**config.mk**
```make
export PLATFORM = sky130hd
export DESIGN_NAME = server_info_stream_parser_flat
export DESIGN_NICKNAME = d
export VERILOG_FILES = /design/src/sisp_pkg.sv /design/src/sisp_if.sv /design/src/sisp_cfg.sv /design/src/sisp_parse.sv /design/src/sisp_outreg.sv /design/src/server_info_stream_parser.sv /design/src/flat_wrapper.sv
export SDC_FILE = /design/constraint.sdc
export NUM_CORES = 1
export LEC_CHECK = 0
export BUFFER_PORTS_ARGS = -buffer_cell sky130_fd_sc_hd__buf_2
export CAP_MARGIN = 15
export CORE_MARGIN = 5
export CORE_UTILIZATION = 45
export CTS_BUF_LIST = sky130_fd_sc_hd__clkbuf_16
export DETAILED_ROUTE_END_ITERATION = 10
export GPL_TIMING_DRIVEN = 0
export PLACE_DENSITY_LB_ADDON = 0.15
export SKIP_LAST_GASP = 1
export SLEW_MARGIN = 20
export SYNTH_ARGS = -nofsm -noshare
export SYNTH_HDL_FRONTEND = slang
export SYNTH_SLANG_ARGS = --single-unit
```
**constraint.sdc**
```tcl
create_clock -name clk -period 8.7 [get_ports clk]
set_input_delay 0 -clock clk [delete_from_list [all_inputs] [get_ports clk]]
set_output_delay 0 -clock clk [all_outputs]
set_load 0.05 [all_outputs]
```
**src/sisp_pkg.sv**
```systemverilog
// Shared types, codes and defaults for the server info stream parser.
package sisp_pkg;

  localparam int unsigned STRING_CAP_DEFAULT  = 1023;
  localparam int unsigned OPAQUE_BYTES_DEFAULT = 16;

  // register indexes on the configuration port
  localparam logic [1:0] CFG_MAX_STRING   = 2'd0;
  localparam logic [1:0] CFG_PROTOCOL     = 2'd1;
  localparam logic [1:0] CFG_CLIENT_LIMIT = 2'd2;

  localparam logic [9:0]  MAX_STRING_RESET   = 10'd255;
  localparam logic [31:0] PROTOCOL_RESET     = 32'd48;
  localparam logic [7:0]  CLIENT_LIMIT_RESET = 8'd32;

  localparam logic KIND_CHAR   = 1'b0;
  localparam logic KIND_STATUS = 1'b1;

  typedef enum logic [2:0] {
    PH_PREFIX,
    PH_CLIENTS,
    PH_SPARE,
    PH_FLAG,
    PH_STRING,
    PH_RESERVED
  } phase_t;

  typedef enum logic [3:0] {
    ST_OK,
    ST_BAD_CONFIG,
    ST_EMPTY,
    ST_TRUNCATED,
    ST_PROTOCOL,
    ST_CLIENTS,
    ST_FLAG,
    ST_INCONSISTENT,
    ST_UNTERMINATED,
    ST_TOO_LONG,
    ST_RESERVED
  } status_t;

  typedef struct packed {
    logic [9:0]  max_string_length;
    logic [31:0] supported_protocol;
    logic [7:0]  client_limit;
  } cfg_t;

  typedef struct packed {
    logic        result_kind;
    logic [1:0]  string_number;
    logic [7:0]  character;
    status_t     status;
    logic [15:0] err_offset;
    logic [15:0] consumed_length;
    logic [7:0]  max_clients;
    logic        multi_client;
  } result_t;

endpackage

```
**src/sisp_if.sv**
```systemverilog
// Stream channel interfaces: body bytes in, parse results out.
interface sisp_in_if;
  logic       valid;
  logic       ready;
  logic [7:0] data_byte;
  logic       end_of_body;
  logic       no_data;

  modport source (output valid, data_byte, end_of_body, no_data, input ready);
  modport sink   (input valid, data_byte, end_of_body, no_data, output ready);
endinterface

interface sisp_out_if;
  logic        valid;
  logic        ready;
  logic        result_kind;
  logic [1:0]  string_number;
  logic [7:0]  character;
  logic [3:0]  status;
  logic [15:0] err_offset;
  logic [15:0] consumed_length;
  logic [7:0]  max_clients;
  logic        multi_client;

  modport source (output valid, result_kind, string_number, character, status, err_offset,
                  consumed_length, max_clients, multi_client, input ready);
  modport sink   (input valid, result_kind, string_number, character, status, err_offset,
                  consumed_length, max_clients, multi_client, output ready);
endinterface

```
**src/sisp_cfg.sv**
```systemverilog
// Configuration register file.
module sisp_cfg
  import sisp_pkg::*;
(
  input  logic        clk,
  input  logic        rst,
  input  logic        cfg_we,
  input  logic [1:0]  cfg_index,
  input  logic [31:0] cfg_wdata,
  output cfg_t        cfg
);

  always_ff @(posedge clk) begin
    if (rst) begin
      cfg.max_string_length  <= MAX_STRING_RESET;
      cfg.supported_protocol <= PROTOCOL_RESET;
      cfg.client_limit       <= CLIENT_LIMIT_RESET;
    end else if (cfg_we) begin
      unique case (cfg_index)
        CFG_MAX_STRING:   cfg.max_string_length  <= cfg_wdata[9:0];
        CFG_PROTOCOL:     cfg.supported_protocol <= cfg_wdata;
        CFG_CLIENT_LIMIT: cfg.client_limit       <= cfg_wdata[7:0];
        default: ;
      endcase
    end
  end

endmodule

```
**src/sisp_parse.sv**
```systemverilog
// Parser state registers and the per-byte decode that forms a result.
module sisp_parse
  import sisp_pkg::*;
#(
  parameter int unsigned STRING_CAP   = STRING_CAP_DEFAULT,
  parameter int unsigned OPAQUE_BYTES = OPAQUE_BYTES_DEFAULT
) (
  input  logic       clk,
  input  logic       rst,
  input  cfg_t       cfg,
  input  logic       take,
  input  logic [7:0] data_byte,
  input  logic       end_of_body,
  input  logic       no_data,
  output logic       res_valid,
  output result_t    res
);

  localparam int unsigned PrefixLen = 12 + OPAQUE_BYTES;

  typedef struct packed {
    logic [15:0] pos;
    phase_t      phase;
    logic [23:0] proto;   // protocol bytes 0..2; byte 3 is compared as it arrives
    logic [7:0]  ccount;
    logic        mflag;
    logic [2:0]  sfield;
    logic [9:0]  slen;
    logic        sent;
  } pstate_t;

  pstate_t st, st_next;

  function automatic result_t status_res(status_t code, logic [15:0] off);
    result_t r;
    r = '0;
    r.result_kind  = KIND_STATUS;
    r.status       = code;
    r.err_offset   = off;
    return r;
  endfunction

  // status for a body that ends before a status was given
  function automatic result_t end_res(phase_t ph, logic [15:0] n);
    logic [15:0] off;
    result_t     r;
    if (n < 16'd4)       off = 16'd0;
    else if (n < 16'd8)  off = 16'd4;
    else if (n < 16'd12) off = 16'd8;
    else                 off = 16'd12;
    if (ph == PH_PREFIX)      r = status_res(ST_TRUNCATED, off);
    else if (ph == PH_STRING) r = status_res(ST_UNTERMINATED, n);
    else                      r = status_res(ST_TRUNCATED, n);
    return r;
  endfunction

  logic        cfg_ok;
  logic        at_start;
  logic [15:0] pos_inc;
  logic        done;
  logic [2:0]  sfield_inc;

  assign cfg_ok   = (cfg.max_string_length != 10'd0) &&
                    (32'(cfg.max_string_length) <= 32'(STRING_CAP));
  assign at_start = (st.pos == 16'd0) && (st.phase == PH_PREFIX);
  assign pos_inc  = (st.pos != 16'hFFFF) ? st.pos + 16'd1 : st.pos;
  assign sfield_inc = st.sfield + 3'd1;

  always_comb begin
    st_next   = st;
    res_valid = 1'b0;
    res       = '0;
    done      = 1'b0;
    if (no_data) begin
      if (!st.sent) begin
        res_valid = 1'b1;
        if (at_start) res = status_res(cfg_ok ? ST_EMPTY : ST_BAD_CONFIG, 16'd0);
        else          res = end_res(st.phase, st.pos);
      end
      st_next = '0;
    end else if (st.sent) begin
      if (end_of_body) st_next = '0;
    end else if (at_start && !cfg_ok) begin
      res_valid    = 1'b1;
      res          = status_res(ST_BAD_CONFIG, 16'd0);
      st_next.sent = 1'b1;
      if (end_of_body) st_next = '0;
    end else begin
      st_next.pos = pos_inc;
      unique case (st.phase)
        PH_PREFIX: begin
          if (st.pos[15:2] == 14'd0) begin
            if (st.pos[1:0] == 2'd3) begin
              if ({data_byte, st.proto} != cfg.supported_protocol) begin
                res  = status_res(ST_PROTOCOL, 16'd0);
                done = 1'b1;
              end
            end else begin
              st_next.proto[{st.pos[1:0], 3'b000} +: 8] = data_byte;
            end
          end
          if (!done && st.pos >= 16'(PrefixLen - 1)) st_next.phase = PH_CLIENTS;
        end
        PH_CLIENTS: begin
          if (data_byte == 8'd0 || data_byte > cfg.client_limit) begin
            res  = status_res(ST_CLIENTS, st.pos);
            done = 1'b1;
          end else begin
            st_next.ccount = data_byte;
            st_next.phase  = PH_SPARE;
          end
        end
        PH_SPARE: st_next.phase = PH_FLAG;
        PH_FLAG: begin
          if (data_byte > 8'd1) begin
            res  = status_res(ST_FLAG, st.pos);
            done = 1'b1;
          end else if (data_byte[0] != (st.ccount > 8'd1)) begin
            res  = status_res(ST_INCONSISTENT, st.pos);
            done = 1'b1;
          end else begin
            st_next.mflag  = data_byte[0];
            st_next.phase  = PH_STRING;
            st_next.sfield = 3'd0;
            st_next.slen   = 10'd0;
          end
        end
        PH_STRING: begin
          if (data_byte == 8'd0) begin
            st_next.sfield = sfield_inc;
            st_next.slen   = 10'd0;
            if (sfield_inc >= 3'd4) st_next.phase = PH_RESERVED;
          end else if (st.slen >= cfg.max_string_length) begin
            res  = status_res(ST_TOO_LONG, st.pos);
            done = 1'b1;
          end else begin
            st_next.slen = st.slen + 10'd1;
            if (st.sfield < 3'd3) begin
              res_valid         = 1'b1;
              res.result_kind   = KIND_CHAR;
              res.string_number = st.sfield[1:0];
              res.character     = data_byte;
            end
          end
        end
        PH_RESERVED: begin
          done = 1'b1;
          if (data_byte != 8'd0) begin
            res = status_res(ST_RESERVED, st.pos);
          end else begin
            res                 = status_res(ST_OK, 16'd0);
            res.consumed_length = pos_inc;
            res.max_clients     = st.ccount;
            res.multi_client    = st.mflag;
          end
        end
        default: ;
      endcase
      if (done) begin
        res_valid    = 1'b1;
        st_next.sent = 1'b1;
      end else if (end_of_body) begin
        // a character from the last byte gives way to the end status
        res_valid = 1'b1;
        res       = end_res(st_next.phase, st_next.pos);
      end
      if (end_of_body) st_next = '0;
    end
  end

  always_ff @(posedge clk) begin
    if (rst) st <= '0;
    else if (take) st <= st_next;
  end

endmodule

```
**src/sisp_outreg.sv**
```systemverilog
// Result register driving the output channel.
module sisp_outreg
  import sisp_pkg::*;
(
  input  logic    clk,
  input  logic    rst,
  input  logic    load,
  input  result_t d,
  output logic    can_load,
  sisp_out_if.source result
);

  result_t q;

  assign can_load = !result.valid || result.ready;

  always_ff @(posedge clk) begin
    if (rst) result.valid <= 1'b0;
    else if (can_load) result.valid <= load;
  end

  always_ff @(posedge clk) begin
    if (can_load && load) q <= d;
  end

  assign result.result_kind     = q.result_kind;
  assign result.string_number   = q.string_number;
  assign result.character       = q.character;
  assign result.status          = q.status;
  assign result.err_offset      = q.err_offset;
  assign result.consumed_length = q.consumed_length;
  assign result.max_clients     = q.max_clients;
  assign result.multi_client    = q.multi_client;

endmodule

```
**src/server_info_stream_parser.sv**
```systemverilog
// Top level of the server info stream parser.
// The parser takes one body byte per cycle and returns at most one result per byte, in the
// cycle after the byte transfer: a string character while strings 0..2 arrive, or a single
// status per body. The per-byte decode sits between the parser state registers and a
// single result register; a byte is taken whenever that register is empty or being drained
// in the same cycle, so the sustained rate is one byte per clock as long as the sink keeps
// up. Characters reach the sink before the body's status is known and must be dropped by
// the sink when that status is an error. Configuration writes are meant for idle periods.
module server_info_stream_parser
  import sisp_pkg::*;
#(
  parameter int unsigned STRING_CAP          = STRING_CAP_DEFAULT,
  parameter int unsigned OPAQUE_BINARY_BYTES = OPAQUE_BYTES_DEFAULT
) (
  input  logic        clk,
  input  logic        rst,
  input  logic        cfg_we,
  input  logic [1:0]  cfg_index,
  input  logic [31:0] cfg_wdata,
  sisp_in_if.sink     body,
  sisp_out_if.source  result
);

  cfg_t    cfg;
  result_t res;
  logic    res_valid;
  logic    can_load;
  logic    take;

  assign body.ready = can_load;
  assign take       = body.valid && can_load;

  sisp_cfg u_cfg (
    .clk       (clk),
    .rst       (rst),
    .cfg_we    (cfg_we),
    .cfg_index (cfg_index),
    .cfg_wdata (cfg_wdata),
    .cfg       (cfg)
  );

  sisp_parse #(
    .STRING_CAP   (STRING_CAP),
    .OPAQUE_BYTES (OPAQUE_BINARY_BYTES)
  ) u_parse (
    .clk         (clk),
    .rst         (rst),
    .cfg         (cfg),
    .take        (take),
    .data_byte   (body.data_byte),
    .end_of_body (body.end_of_body),
    .no_data     (body.no_data),
    .res_valid   (res_valid),
    .res         (res)
  );

  sisp_outreg u_out (
    .clk      (clk),
    .rst      (rst),
    .load     (take && res_valid),
    .d        (res),
    .can_load (can_load),
    .result   (result)
  );

  // a new result only appears after a byte transfer
  a_result_from_transfer: assert property (@(posedge clk) disable iff (rst)
    $rose(result.valid) |-> $past(body.valid && body.ready))
    else $error("result appeared without a byte transfer");

  // a successful status carries the consumed length, a nonzero client count and no error offset
  a_ok_fields: assert property (@(posedge clk) disable iff (rst)
    (result.valid && result.result_kind == KIND_STATUS && result.status == ST_OK) |->
    (result.err_offset == 16'd0 && result.consumed_length != 16'd0 &&
     result.max_clients != 8'd0))
    else $error("ok status with inconsistent fields");

  // characters come only from strings 0..2 and carry no status
  a_char_fields: assert property (@(posedge clk) disable iff (rst)
    (result.valid && result.result_kind == KIND_CHAR) |->
    (result.status == ST_OK && result.string_number != 2'd3 && result.character != 8'd0))
    else $error("malformed character result");

endmodule
```
**src/flat_wrapper.sv**
```systemverilog
// flat-port wrapper written by rule: the top's interface ports become plain ports
module server_info_stream_parser_flat import sisp_pkg::*;
#(
  parameter int unsigned STRING_CAP          = STRING_CAP_DEFAULT,
  parameter int unsigned OPAQUE_BINARY_BYTES = OPAQUE_BYTES_DEFAULT
)
  (clk, rst, cfg_we, cfg_index, cfg_wdata, body_valid, body_data_byte, body_end_of_body, body_no_data, body_ready, result_valid, result_result_kind, result_string_number, result_character, result_status, result_err_offset, result_consumed_length, result_max_clients, result_multi_client, result_ready);
  sisp_in_if body_i ();
  sisp_out_if result_i ();
  input  logic clk;
  input  logic rst;
  input  logic cfg_we;
  input  logic [1:0] cfg_index;
  input  logic [31:0] cfg_wdata;
  input wire logic [$bits(body_i.valid)-1:0] body_valid;
  input wire logic [$bits(body_i.data_byte)-1:0] body_data_byte;
  input wire logic [$bits(body_i.end_of_body)-1:0] body_end_of_body;
  input wire logic [$bits(body_i.no_data)-1:0] body_no_data;
  output wire logic [$bits(body_i.ready)-1:0] body_ready;
  output wire logic [$bits(result_i.valid)-1:0] result_valid;
  output wire logic [$bits(result_i.result_kind)-1:0] result_result_kind;
  output wire logic [$bits(result_i.string_number)-1:0] result_string_number;
  output wire logic [$bits(result_i.character)-1:0] result_character;
  output wire logic [$bits(result_i.status)-1:0] result_status;
  output wire logic [$bits(result_i.err_offset)-1:0] result_err_offset;
  output wire logic [$bits(result_i.consumed_length)-1:0] result_consumed_length;
  output wire logic [$bits(result_i.max_clients)-1:0] result_max_clients;
  output wire logic [$bits(result_i.multi_client)-1:0] result_multi_client;
  input wire logic [$bits(result_i.ready)-1:0] result_ready;
  assign body_i.valid = body_valid;
  assign body_i.data_byte = body_data_byte;
  assign body_i.end_of_body = body_end_of_body;
  assign body_i.no_data = body_no_data;
  assign body_ready = body_i.ready;
  assign result_valid = result_i.valid;
  assign result_result_kind = result_i.result_kind;
  assign result_string_number = result_i.string_number;
  assign result_character = result_i.character;
  assign result_status = result_i.status;
  assign result_err_offset = result_i.err_offset;
  assign result_consumed_length = result_i.consumed_length;
  assign result_max_clients = result_i.max_clients;
  assign result_multi_client = result_i.multi_client;
  assign result_i.ready = result_ready;
  server_info_stream_parser #(.STRING_CAP(STRING_CAP), .OPAQUE_BINARY_BYTES(OPAQUE_BINARY_BYTES)) u_core (.clk(clk), .rst(rst), .cfg_we(cfg_we), .cfg_index(cfg_index), .cfg_wdata(cfg_wdata), .body(body_i), .result(result_i));
endmodule
```
==> results.ini, run 1 <==
[outcome]
status = complete, but fails checks
violations = hold timing

[timing]
layout_setup_ws_ps = 4580
worstMarginPinSlew_ps = 1100
final.min_clock_period_ps = 4120
rsz0062_at_grt = false
hold_slack_ps = -19.5
setup_tns_ps = 0
max-slew-margin-rel_pct = 26.7
fin_crit_sh_pct = 47.3
setup_viol = 0
skew_ps = 10.2
max_freq_ghz = 0.243
slew_violations = 0
hold_violations = 4

[place]
io_buffers = 105
dpl-instance-area_um2 = 9560
place.gp.congestion = 0.950
hpwl_um = 18300
pre_cts_ws_ps = 4710

[worst_setup_path]
startpoint = u_core.u_parse.st[8]
cpMaxStageDelayCell = a2111oi_1
rr_endpoint = u_core.u_out.result.consumed_length[13]
end_kind = register
cpLargestDelayFamily = compound AO/OA/AOI/OAI gates
r2r_slack_ps = 4580
rr_worst_depth = 9
critPathCapture = u_core.u_out.result.consumed_length[13]
max_stage_delay_ps = 940
timing.rr.start = u_core.u_parse.st[8]
critical_path.startpoint_type = register
timing.setup.critical_path_class = register to register
cp_num_cells = 9
arrival_ps = 4250
path_cells = ha_1 -> a2111oi_1 -> a21oi_1 -> a2111o_1 -> and3_1 -> nor3_2 -> buf_6 -> buf_4 -> buf_4
crit_top_cell = buf_4
path_max_fanout = 12
path_buf_inv = 3
cp_data_required_time_ps = 8830

[clocking]
cts.sinks = 173
ctsHoldBuffers = 44
path_clk_slew_ps = 70
cts_resized = 0
cts_buffer_depth = 2
clk_latency_ps = 440
cts_tree = built
clock-root-buffer = clkbuf_16
cts_buffers = 17
htree_levels = 4
postCtsSetupRepairBufs = 0

[final_layout]
postLayoutCellArea_um2 = 10600
drive_above_1_share_pct = 15.8
fillers = 1725
diodes = 0
area_growth_pct = 22.8
final_net_count = 1202

[drt]
drtAntennaViolNets = 0
first_pass_iters = 6
avgRoutedWirePerCell_um = 18.0
viasPerCell = 5.56
drc = 0
num_vias = 7801
drt-initial-drc-count = 752
drt_wl_total_um = 25300

[synth]
yosysUniqueCellTypes = 78
ys_warn_count = 0
synth_fp_nets = 1028
netlist_area_um2 = 8630
synthTopCellsByCount = 138 x nand2_1, 117 x dfxtp_1, 87 x a21oi_1
syn_inst = 955
ys_seq_area_share_pct = 46.6
synth.avg_cell_area_um2 = 9.04
post-synth-top-count-cell = nand2_1
ys_async_sr_fraction_pct = 0
synth_edf_count = 56
synth_top_area_share_pct = 27.1
ys_ff_latch = 173
yosys.area.top_type = dfxtp_1
synth_ff_type = dfxtp_1
synth_area_leaders = dfxtp_1 27%, edfxtp_1 19%, nand2_1 6.0%

[floorplan]
die_area_um2 = 22100
die_y_um = 149
start_util_pct = 45.9
die_w_um = 149
core-area_um2 = 18800
rows = 50
pin_count = 107

[power_and_ir_drop]
peakVddDrop_v = 0.000134
p_per_area_nw_per_um2 = 173
power_mw = 1.84
power_leakage_nw = 4.03

[run]
cap_viol_max_count = 0

[global_route]
grt_pass1_vias = 7233
grt_max_degree = 19
track_usage_pct = 22.9
grt_antenna_before_repair = 0
grt-ovfl-total = 0
grt_pass1_wl_um = 40100

[min_path]
hold_class = input port to register

tightest hold or removal path, cell delays in order:
cell and delay, ps:
buf_2 100, nor3b_2 100, mux2i_1 130, nand2_1 60
power breakdown:
group          switching [mW]  total, mW  leakage [nW]  internal, mW
clock                   0.360      0.771         0.293         0.411
combinational           0.139      0.202          2.23        0.0629
sequential            0.00910      0.864          1.50         0.855
per-stage QoR:
step	hold slack, ps	util, %	std cells
6_report	-19.5	56.3	1402
5_1_grt	6.55	56.3	1402
4_1_cts	35.6	56.2	1402
3_5_place_dp	246	50.8	1326
3_3_place_gp	242	50.4	1320
2_1_floorplan	124	-	955
area by class of cell:
type | instances | area [um^2] | area share (%)
Multi-Input combinational cell | 701 | 4330 | 40.8
Sequential cell | 173 | 4020 | 37.9
Timing Repair Buffer | 155 | 1020 | 9.60
Clock buffer | 17 | 425 | 4.01
Tap cell | 260 | 325 | 3.07
Buffer | 49 | 196 | 1.85
Clock inverter | 15 | 169 | 1.59
Inverter | 32 | 120 | 1.13
metal layers:
metal	track usage [%]	vias up	share of wire, %
met1	34.0	3725	48
li1	-	3793	-
met4	4.94	0	0.76
met2	34.9	268	44
met3	4.08	15	7.2
met5	0	-	0
placed cells by master (no fill, tap or decap), types with 8 or more instances in the layout:
| master | n |
|---|---|
| nor2b_1 | 14 |
| o211ai_1 | 10 |
| inv_1 | 32 |
| mux2i_1 | 10 |
| a21oi_1 | 87 |
| o21ai_0 | 42 |
| xnor2_1 | 36 |
| nor3_1 | 20 |
| a22o_1 | 25 |
| nor2_1 | 74 |
| nand3_1 | 19 |
| clkbuf_16 | 17 |
| dlygate4sd3_1 | 44 |
| edfxtp_1 | 56 |
| clkbuf_1 | 40 |
| dfxtp_1 | 117 |
| or3_1 | 8 |
| and3_1 | 10 |
| nand4_1 | 18 |
| buf_2 | 112 |
| nand2_1 | 138 |
| ha_1 | 24 |
| and2_1 | 26 |
| nor4_1 | 11 |
worst min path at each step:
stage                        startpoint                    to  slack [ps]  depth (start not counted)
after floorplan            cfg_wdata[4]  u_core.u_cfg.cfg[12]         120                          2
after global placement    cfg_wdata[29]  u_core.u_cfg.cfg[37]         240                          3
after detailed placement  cfg_wdata[10]  u_core.u_cfg.cfg[18]         250                          3
after CTS                  cfg_index[0]  u_core.u_cfg.cfg[40]          40                          4
after global routing       cfg_index[0]  u_core.u_cfg.cfg[40]           7                          4
final                      cfg_index[0]  u_core.u_cfg.cfg[40]         -20                          4
logic make-up after synthesis:
| logic type | Yosys count | share of synthesized area (%) |
|---|---|---|
| buf+inv | 81 | 3.67 |
| xor+xnor | 39 | 3.96 |
| mux | 12 | 1.42 |
| fa+ha+maj | 24 | 3.48 |
| compound gates | 242 | 18.5 |
| flops | 173 | 46.6 |
| simple gates | 384 | 22.3 |
flip-flops by register name, summed over array words and instances, names as in the netlist, 2 cells and up:
signal / flops
u_core.u_cfg.cfg: 50
u_core.u_out.result.character: 8
u_core.u_out.result.consumed_length: 16
u_core.u_out.result.err_offset: 16
u_core.u_out.result.max_clients: 8
u_core.u_out.result.status: 4
u_core.u_out.result.string_number: 2
u_core.u_parse.st: 66
(Power assumes the default switching activity.)
==> inputs of run 2 (changes only) <==
==> constraint.sdc (replaced) <==
create_clock -name clk -period 3.7 [get_ports clk]
set_input_delay 0 -clock clk [delete_from_list [all_inputs] [get_ports clk]]
set_output_delay 0 -clock clk [all_outputs]
set_load 0.05 [all_outputs]
==> results.ini, run 2 (same netlist as run 1, synthesis figures left out) <==
[worst_setup_path]
arrival_ps = 3810  ; was 4250 ps
end_kind = register  ; unchanged
timing.setup.critical_path_class = register to register  ; unchanged
path_max_fanout = 9  ; was 12
critical_path.startpoint_type = register  ; unchanged
cp_data_required_time_ps = 3890  ; was 8830 ps

[drt]
drt_wl_total_um = 25400  ; was 25300 um
num_vias = 7824  ; was 7801
drtAntennaViolNets = 0  ; unchanged
first_pass_iters = 5  ; was 6
drt-initial-drc-count = 729  ; was 752
avgRoutedWirePerCell_um = 18.1  ; was 18.0 um
drc = 0  ; unchanged
viasPerCell = 5.58  ; was 5.56

[global_route]
grt_pass1_wl_um = 39900  ; was 40100 um
track_usage_pct = 23.0  ; was 22.9%
grt_max_degree = 19  ; unchanged
grt_pass1_vias = 7249  ; was 7233
grt_antenna_before_repair = 0  ; unchanged
grt-ovfl-total = 0  ; unchanged

[final_layout]
reg_top3 = u_core.u_parse.st: 66 flops, u_core.u_cfg.cfg: 50 flops  ; unchanged
final_cell_mix = 138 x nand2_1, 116 x dfxtp_1, 112 x buf_2  ; was 138 x nand2_1, 117 x dfxtp_1, 112 x buf_2
largest-register = u_core.u_parse.st  ; unchanged
layout_commonest_cell = nand2_1  ; unchanged
largest_register_ffs = 66  ; unchanged
diodes = 0  ; unchanged
fillers = 1715  ; was 1725
drive_above_1_share_pct = 16.8  ; was 15.8%
final_net_count = 1201  ; was 1202
final_cells = 1401  ; was 1402
area_growth_pct = 23.9  ; was 22.8%

[power_and_ir_drop]
switchingPower_mw = 1.20  ; was 0.508 mW
power_leakage_nw = 4.05  ; was 4.03 nW
p_seq_share_pct = 46.2  ; was 47.0%
swShare_pct = 27.4  ; was 27.7%
power_mw = 4.40  ; was 1.84 mW
p_per_area_nw_per_um2 = 411  ; was 173 nW/um^2
p_clk_share_pct = 42.9  ; was 42.0%
p_int_mw = 3.20  ; was 1.33 mW
pwr-share-comb_pct = 10.9  ; was 11.0%
peakVddDrop_v = 0.000337  ; was 0.000134 V

[clocking]
clock-root-buffer = clkbuf_16  ; unchanged
clk_latency_ps = 440  ; about the same
cts_buffer_depth = 2  ; unchanged
cts.sinks = 173  ; unchanged
cts_buffers = 17  ; unchanged
path_clk_slew_ps = 70  ; about the same
htree_levels = 4  ; unchanged
cts_tree = built  ; unchanged

[place]
place.gp.congestion = 0.927  ; was 0.950
hpwl_um = 18400  ; was 18300 um
io_buffers = 105  ; unchanged
place_inst = 1324  ; was 1326
pre_cts_ws_ps = -109  ; was 4710 ps

[timing]
hold_slack_ps = 22.0  ; was -19.5 ps
layout_setup_ws_ps = 82.1  ; was 4580 ps
max-slew-margin-rel_pct = 43.9  ; was 26.7%
skew_ps = 9.16  ; was 10.2 ps
hold_violations = 0  ; was 4
rsz0062_at_grt = false  ; unchanged
final.min_clock_period_ps = 3620  ; was 4120 ps
worstMarginPinSlew_ps = 842  ; was 1100 ps
setup_viol = 0  ; unchanged
max_freq_ghz = 0.276  ; was 0.243 GHz
fin_crit_sh_pct = 97.8  ; was 47.3%
slew_violations = 0  ; unchanged

[floorplan]
die_area_um2 = 22100  ; unchanged
rows = 50  ; unchanged
pin_count = 107  ; unchanged
start_util_pct = 45.9  ; unchanged
core-area_um2 = 18800  ; unchanged
die_y_um = 149  ; unchanged
die_w_um = 149  ; unchanged

[min_path]
hold_class = input port to register  ; unchanged

[run]
cap_viol_max_count = 0  ; unchanged

[outcome]
status = completed  ; was complete, but fails checks

## run 2: worst paths after layout
kind / start / endpoint / slack (ps) / depth (start not counted)
hold reg to reg: u_core.u_cfg.cfg[39] / u_core.u_cfg.cfg[39] / 470 / 2
hold / removal: result_ready / u_core.u_out.result.valid / 20 / 3
setup / recovery: u_core.u_parse.st[51] / u_core.u_out.result.err_offset[2] / 80 / 10
setup reg to reg: u_core.u_parse.st[51] / u_core.u_out.result.err_offset[2] / 80 / 10
## run 2: what timing repair did
action                     in CTS  in global routing
resized for setup               2                  7
pin swaps                       0                  1
setup buffers                   0                  2
setup endpoints to repair      12                 65
hold buffers                   42                  1
hold endpoints to repair       67                  1
## run 2: layout make-up
cell class	count	area, um^2	share of cell area (%)
plain buffers	49	198	1.85
clock buffers	17	425	3.98
clock inverters	15	194	1.81
inverters	32	120	1.12
multi-input cells	701	4390	41.0
flip-flops and latches	173	4030	37.6
well taps	260	325	3.04
repair buffers	154	1020	9.57
## run 2: layer usage
| metal | part of all wire [%] | track usage [%] | vias to the layer above |
|---|---|---|---|
| met2 | 44 | 34.4 | 323 |
| met3 | 7.6 | 4.33 | 42 |
| met5 | 0 | 0 | - |
| met4 | 1.9 | 6.97 | 0 |
| met1 | 47 | 33.7 | 3657 |
| li1 | - | - | 3802 |
## run 2: critical path: stages, from the launching register on
cell	delay (ps)
dfxtp_1	580
ha_2	360
nand3_1	260
or4_1	530
clkbuf_1	230
nand2_1	230
o21ai_0	200
nand4_1	200
o31ai_1	120
and3_1	220
o32ai_1	430
## run 2: power groups by stage
stage | clock (mW) | sequential [mW] | combinational [mW]
after floorplan | 0 | 2.18 | 0.176
after global placement | 0 | 2.08 | 0.427
after detailed placement | 0 | 2.08 | 0.438
after CTS | 1.92 | 2.03 | 0.474
after global routing | 2.00 | 2.04 | 0.515
final | 1.89 | 2.03 | 0.480
## run 2: per-stage QoR
| stage | area, um^2 | TNS, ps | util (%) |
|---|---|---|---|
| 3_5_place_dp | 9590 | -258 | 51.0 |
| 5_1_grt | 10700 | 0 | 56.8 |
| 6_report | 10700 | 0 | 56.8 |
| 2_1_floorplan | 8680 | 0 | - |
| 3_3_place_gp | 9530 | -57170 | 50.6 |
| 4_1_cts | 10600 | 0 | 56.6 |
